[config.mk]
export PLATFORM = sky130hd
export DESIGN_NAME = indent_dedent_layout_scanner_core
export DESIGN_NICKNAME = d
export VERILOG_FILES = /design/src/rtl/ids_pkg.sv /design/src/rtl/ids_ram.sv /design/src/rtl/indent_dedent_layout_scanner_core.sv
export SDC_FILE = /design/constraint.sdc
export NUM_CORES = 2
export LEC_CHECK = 0
export BUFFER_PORTS_ARGS = -buffer_cell sky130_fd_sc_hd__buf_2
export CELL_PAD_IN_SITES_DETAIL_PLACEMENT = 1
export CELL_PAD_IN_SITES_GLOBAL_PLACEMENT = 1
export CORE_MARGIN = 2
export CORE_UTILIZATION = 50
export CTS_CLUSTER_DIAMETER = 80
export CTS_CLUSTER_SIZE = 24
export DETAILED_ROUTE_END_ITERATION = 16
export PLACE_DENSITY_LB_ADDON = 0.1
export REMOVE_ABC_BUFFERS = 1
export SETUP_SLACK_MARGIN = 0.5
export SLEW_MARGIN = 20
export SYNTH_ARGS = -nofsm -noshare
export SYNTH_HDL_FRONTEND = slang
export SYNTH_HIERARCHICAL = 1
export SYNTH_SLANG_ARGS = --single-unit
[constraint.sdc]
create_clock -name clk -period 5.9 [get_ports clk]
set_input_delay 0.295 -clock clk [delete_from_list [all_inputs] [get_ports clk]]
set_output_delay 0.295 -clock clk [all_outputs]
set_load 0.005 [all_outputs]
[src/rtl/ids_pkg.sv]
package ids_pkg;

	localparam int STACK_DEPTH = 128;
	localparam int COLUMN_BITS = 16;
	localparam int LEVEL_BITS  = $clog2(STACK_DEPTH);

	localparam int S_TDATA_BITS = 24;
	localparam int M_TDATA_BITS = 8;
	localparam int M_TUSER_BITS = 2;

	localparam int IN_NEWLINE_BIT = 0;
	localparam int IN_COLUMN_LSB  = 1;
	localparam int IN_INDENT_BIT  = 17;
	localparam int IN_DEDENT_BIT  = 18;
	localparam int IN_LEFT_BIT    = 19;

	typedef logic [COLUMN_BITS-1:0] column_t;
	typedef logic [LEVEL_BITS-1:0]  level_t;
	typedef logic [1:0]             kind_t;

	localparam kind_t KIND_INDENT       = 2'd0;
	localparam kind_t KIND_DEDENT       = 2'd1;
	localparam kind_t KIND_LEFT_ALIGNED = 2'd2;

	localparam level_t LEVEL_MAX = level_t'(STACK_DEPTH - 1);

endpackage

[src/rtl/ids_ram.sv]
module ids_ram #(
	parameter int WIDTH = 16,
	parameter int DEPTH = 128
) (
	input  logic                     clk,
	input  logic                     we,
	input  logic [$clog2(DEPTH)-1:0] waddr,
	input  logic [WIDTH-1:0]         wdata,
	input  logic [$clog2(DEPTH)-1:0] raddr,
	output logic [WIDTH-1:0]         rdata
);

	logic [WIDTH-1:0] mem [DEPTH];

	always_ff @(posedge clk) begin
		if (we) begin
			mem[waddr] <= wdata;
		end
		rdata <= mem[raddr];
	end

endmodule

[src/rtl/indent_dedent_layout_scanner_core.sv]
// Layout scanner keeping a Python-style stack of indentation columns in one
// synchronous RAM; the top column is also held in a register. One result per
// request. A request passes through an accept state and a decide state; a dedent
// then reloads the new top column from the RAM in a further state. A line whose
// column falls below the top entry first scans the stack downward, one RAM read
// per cycle, reading from 1 up to the current level of entries. The single RAM
// read port sets these steps. Entry 0 always reads as column zero, so the RAM
// needs no clearing after reset.
// s_tdata fields from bit 0: newline_seen[0], column[16:1], allow_indent[17],
// allow_dedent[18], allow_left_aligned[19], zero fill [23:20].
// m_tdata: token_found[0], zero fill [7:1]. m_tuser: token_kind[1:0].
module indent_dedent_layout_scanner_core
	import ids_pkg::*;
(
	input  logic                    clk,
	input  logic                    arst_n,
	input  logic                    s_tvalid,
	output logic                    s_tready,
	input  logic [S_TDATA_BITS-1:0] s_tdata,   // newline_seen, column, allow_indent,
	                                           // allow_dedent, allow_left_aligned
	output logic                    m_tvalid,
	input  logic                    m_tready,
	output logic [M_TDATA_BITS-1:0] m_tdata,   // token_found
	output logic [M_TUSER_BITS-1:0] m_tuser    // token_kind
);

	localparam logic [1:0] ST_IDLE = 2'd0;
	localparam logic [1:0] ST_SCAN = 2'd1;
	localparam logic [1:0] ST_DONE = 2'd2;
	localparam logic [1:0] ST_TOP  = 2'd3;

	logic [1:0] state_q;
	level_t     level_q;
	level_t     pend_q;
	logic       at_ls_q;
	column_t    top_q;
	level_t     idx_q;
	column_t    col_q;
	logic       al_ind_q;
	logic       al_ded_q;
	logic       al_left_q;
	logic       m_tvalid_q;
	logic       found_q;
	kind_t      kind_q;

	logic    in_nl;
	column_t in_col;
	logic    out_free;
	logic    do_dedent;
	logic    do_left;
	logic    do_indent;
	column_t scan_val;
	logic    we;
	level_t  waddr;
	level_t  raddr;
	column_t rdata;

	assign in_nl  = s_tdata[IN_NEWLINE_BIT];
	assign in_col = s_tdata[IN_COLUMN_LSB +: COLUMN_BITS];

	assign s_tready = (state_q == ST_IDLE);
	assign m_tvalid = m_tvalid_q;
	assign m_tdata  = {{(M_TDATA_BITS-1){1'b0}}, found_q};
	assign m_tuser  = kind_q;

	assign out_free  = !m_tvalid_q || m_tready;
	assign do_dedent = al_ded_q && (level_q != '0) && (pend_q != '0);
	assign do_left   = !do_dedent && al_left_q && at_ls_q && (col_q == top_q);
	assign do_indent = !do_dedent && !do_left && al_ind_q && at_ls_q && (col_q > top_q)
	                   && (level_q != LEVEL_MAX);
	assign scan_val  = (idx_q == '0) ? '0 : rdata;
	assign waddr     = level_q + 1'b1;

	always_comb begin
		raddr = level_q - 1'b1;
		we    = 1'b0;
		case (state_q)
			ST_SCAN: begin
				raddr = idx_q - 1'b1;
			end
			ST_DONE: begin
				we = out_free && do_indent;
			end
			default: begin
				raddr = level_q - 1'b1;
			end
		endcase
	end

	ids_ram #(
		.WIDTH(COLUMN_BITS),
		.DEPTH(STACK_DEPTH)
	) u_stack (
		.clk  (clk),
		.we   (we),
		.waddr(waddr),
		.wdata(col_q),
		.raddr(raddr),
		.rdata(rdata)
	);

	always_ff @(posedge clk or negedge arst_n) begin
		if (!arst_n) begin
			state_q    <= ST_IDLE;
			level_q    <= '0;
			pend_q     <= '0;
			at_ls_q    <= 1'b1;
			top_q      <= '0;
			idx_q      <= '0;
			col_q      <= '0;
			al_ind_q   <= 1'b0;
			al_ded_q   <= 1'b0;
			al_left_q  <= 1'b0;
			m_tvalid_q <= 1'b0;
			found_q    <= 1'b0;
			kind_q     <= KIND_INDENT;
		end else begin
			if (m_tvalid_q && m_tready && (state_q != ST_DONE)) begin
				m_tvalid_q <= 1'b0;
			end
			case (state_q)
				ST_IDLE: begin
					if (s_tvalid) begin
						col_q     <= in_col;
						al_ind_q  <= s_tdata[IN_INDENT_BIT];
						al_ded_q  <= s_tdata[IN_DEDENT_BIT];
						al_left_q <= s_tdata[IN_LEFT_BIT];
						at_ls_q   <= at_ls_q || in_nl;
						if (in_nl) begin
							pend_q <= '0;
						end
						if ((at_ls_q || in_nl) && (in_nl || pend_q == '0) && (in_col < top_q)) begin
							idx_q   <= level_q - 1'b1;
							state_q <= ST_SCAN;
						end else begin
							state_q <= ST_DONE;
						end
					end
				end
				ST_SCAN: begin
					if (scan_val == col_q) begin
						pend_q  <= level_q - idx_q;
						state_q <= ST_DONE;
					end else if (scan_val < col_q) begin
						state_q <= ST_DONE;
					end else begin
						idx_q <= idx_q - 1'b1;
					end
				end
				ST_DONE: begin
					if (out_free) begin
						m_tvalid_q <= 1'b1;
						if (do_dedent) begin
							level_q <= level_q - 1'b1;
							pend_q  <= pend_q - 1'b1;
							found_q <= 1'b1;
							kind_q  <= KIND_DEDENT;
							state_q <= ST_TOP;
						end else if (do_left) begin
							at_ls_q <= 1'b0;
							found_q <= 1'b1;
							kind_q  <= KIND_LEFT_ALIGNED;
							state_q <= ST_IDLE;
						end else if (do_indent) begin
							level_q <= level_q + 1'b1;
							top_q   <= col_q;
							found_q <= 1'b1;
							kind_q  <= KIND_INDENT;
							state_q <= ST_IDLE;
						end else begin
							at_ls_q <= 1'b0;
							found_q <= 1'b0;
							kind_q  <= KIND_INDENT;
							state_q <= ST_IDLE;
						end
					end
				end
				ST_TOP: begin
					top_q   <= (level_q == '0) ? '0 : rdata;
					state_q <= ST_IDLE;
				end
				default: begin
					state_q <= ST_IDLE;
				end
			endcase
		end
	end

endmodule

==> results.yml <==
worst_setup_path:
  crit_type: "register to register"
  cp.depth: 11
  crit_family: "simple AND/OR/NAND/NOR gates"
  cp-end-kind: "register"
  cpMostUsedCell: "buf_4"
  critPathLaunchType: "register"
  cp-startpoint: "col_q[11]$_DFFE_PN0P_"
  crit_slowest_cell: "dfrtp_4"
  arrival_ns: 5.44
  crit_buf_inv: 2
  path_max_fanout: 68
  path_cells: "ha_1 > nand3_1 > or4_1 > a21oi_1 > nor3_1 > nor2_4 > nor2b_1 > nand2_1 > buf_4 > nor2_1 > buf_4"
  reg2regPathDepth: 11
  r2r_start: "col_q[11]$_DFFE_PN0P_"
  slowest_delay_ns: 0.74
  required_ns: 6.34
grt:
  grt_util_met3: 0.0377
  first_global_vias: 40000
  antenna_found_initial: 30
  grtUsageMet1: 0.383
  grt_max_degree: 101
  grtUsageTotal: 0.246
  grt_pass1_wl_um: 297000
  grt.overflow.total: 0
  grt.met2_usage: 0.377
  gr-max-usage-layer: "met1"
yosys:
  synth_flop_cell: "edfxtp_1"
  synth.cell_area_mm2: 0.0836
  synth_cells: 3647
  synth-xor-area-share: 0.00220
  synth_top_family_by_area: "multiplexers"
  synth-adder-area-share: 0.00967
  ys_top_cells_by_count: "edfxtp_1 (2048), mux4_2 (672), nor2_1 (160), clkbuf_1 (97), ha_1 (63)"
  yosysTopAreaCell: "edfxtp_1"
  synth-edff-count: 2048
  muxShareOfSynthArea: 0.188
  syn_avg_cell_area_um2: 22.9
  synth-compound-area-share: 0.00953
  ys_types: 68
  synth-seq-cells: 2127
  synth.yosys.seq_area_share: 0.758
  yosysMostFrequentCell: "edfxtp_1"
  synth_area_leaders: "edfxtp_1 (74%), mux4_2 (18%), dfrtp_1 (1.9%), ha_1 (0.94%), nor2_1 (0.72%)"
  yosys.area_share.simple: 0.0190
  async_flop_share: 0.0296
  ys_warn_count: 6
  yosysTopAreaCellShare: 0.735
worst_hold_path:
  min_path_type: "input port to register"
  min_from: "s_tvalid"
  hold_depth: 5
outcome:
  status: "finished, final reports clean"
finish:
  drive_gt1_frac: 0.301
  multiInputGateArea_mm2: 0.0193
  design_area_mm2: 0.0918
  ff_latch_area_mm2: 0.0635
  syn_to_final_growth_pct: 9.73
  n_fill_cell: 14000
  final_nets: 3945
clock_tree:
  cts_tree: "yes"
  h-tree-depth: 3
  cts_buffers: 111
  clkLatencyLatePin_ns: 0.76
  post-cts-setup-buffer-count: 0
  clkSinkCount: 2127
  cts_root_buffer: "clkbuf_16"
  clk_transition_reported_paths_ns: 0.09
  clock_path_buffers: 3
floorplan:
  rows: 150
  die_height_um: 413
  num_io_pins: 40
  dieWidth_um: 413
  design.core.area_mm2: 0.167
  die_area_mm2: 0.171
  start_util: 0.502
power_and_ir_drop:
  leakagePower_uw: 0.0284
  power_density_mw_per_mm2: 560
  ir_worst_vdd_v: 0.000520
timing:
  setup_tns_ns: 0
  finalMaxSlewViolations: 0
  fin_skew_ns: 0.0342
  finalSetupViolCount: 0
  rsz0062_at_grt: "false"
  max_slew_margin: 0.259
  period_share: 0.849
  finalCriticalPeriod_ns: 5.01
  hold_slack_ns: 0.186
  worstMarginPinSlew_ns: 1.09
  clock.fmax_ghz: 0.200
  hold_violations: 0
route:
  drc: 0
  drt_iter0_markers: 4530
  vias: 38600
  vias_per_cell: 6.29
  wire_per_inst_um: 33.6
  ant_nets: 0
  first_pass_iters: 5
  drt_wl_total_um: 206000
placed_design:
  gp_congestion: 0.844
  place_area_mm2: 0.0879
  hpwl_um: 127000
  portBuffers: 28
run:
  max_cap_viol_count: 0
## worst min-delay path, delay by kind of cell
family,cells,cell delay (ns)
AO/OA/AOI/OAI,1,0.07
AND/OR/NAND/NOR,2,0.23
buffers and inverters,1,0.14
multiplexers,1,0.17
## layout make-up
cell class                 count  area share
timing repair buffer         284      0.0262
sequential                  2127       0.692
inverter                      52     0.00213
antenna                        8    0.000218
tap                         2204      0.0301
multi-input combinational   1277       0.210
clock inverter                56     0.00753
clock buffer                 130      0.0322
## per-stage QoR
step / worst slack (ns) / utilization / instances / power, uW
2_1_floorplan: -45.00 / - / 3456 / 29200
3_3_place_gp: 0.932 / 0.527 / 5920 / 42400
3_5_place_dp: 0.861 / 0.527 / 5921 / 43000
4_1_cts: 0.808 / 0.550 / 6130 / 51900
5_1_grt: 0.685 / 0.550 / 6132 / 53400
6_report: 0.892 / 0.551 / 6138 / 51400
## power breakdown
part           switching [uW]  internal (uW)
combinational           12500           9660
sequential               1220          19100
clock                    4810           4110
total                   18600          32800
## what timing repair did
action / CTS / global route
endpoints found under the hold margin: 83 / 0
resized for setup: 0 / 0
hold buffers: 23 / 0
## final timing paths
| check | to | slack (ns) |
|---|---|---|
| max | u_stack/mem[60][15]$_DFFE_PP_ | 0.89 |
| min | state_q[1]$_DFFE_PN0P_ | 0.19 |
| max reg2reg | u_stack/mem[60][15]$_DFFE_PP_ | 0.89 |
| min reg2reg | m_tuser[1]$_DFFE_PN0P_ | 0.49 |
| max in group asynchronous | col_q[3]$_DFFE_PN0P_ | 4.93 |
| min in group asynchronous | col_q[10]$_DFFE_PN0P_ | 0.28 |
## cells by family (layout without fill, tap and decap cells)
kind of cell,after synthesis,in the layout
other,1,15
AO/OA/AOI/OAI,117,117
XOR/XNOR,21,21
multiplexers,728,728
adder cells (fa/ha/maj),64,64
AND/OR/NAND/NOR,340,340
flip-flops,2127,2127
buffers and inverters,249,522
## sequential cells by signal, summed over array words and instances (netlist names)
register	count
al_ded_q	1
al_ind_q	1
al_left_q	1
at_ls_q	1
col_q	16
found_q	1
idx_q	7
level_q	7
m_tuser	2
m_tvalid	1
pend_q	7
state_q	2
top_q	16
u_stack/mem	2048
u_stack/rdata	16
## metal layers
layer	routed length, um	vias up
met5	43	-
met4	3740	6
met3	13500	189
met2	96700	1253
met1	92100	21400
li1	-	15700
## layout by cell type, fill, tap and decap left out, types with 23 or more instances in the layout
cell	instances
ha_1	63
clkbuf_16	116
mux4_2	672
inv_1	52
dfrtp_1	46
dlygate4sd3_1	23
mux2_2	37
buf_4	210
edfxtp_1	2048
buf_2	28
nor2_1	160
a21oi_1	28
nand3_1	37
nand2_1	55
(Power assumes the default switching activity.)
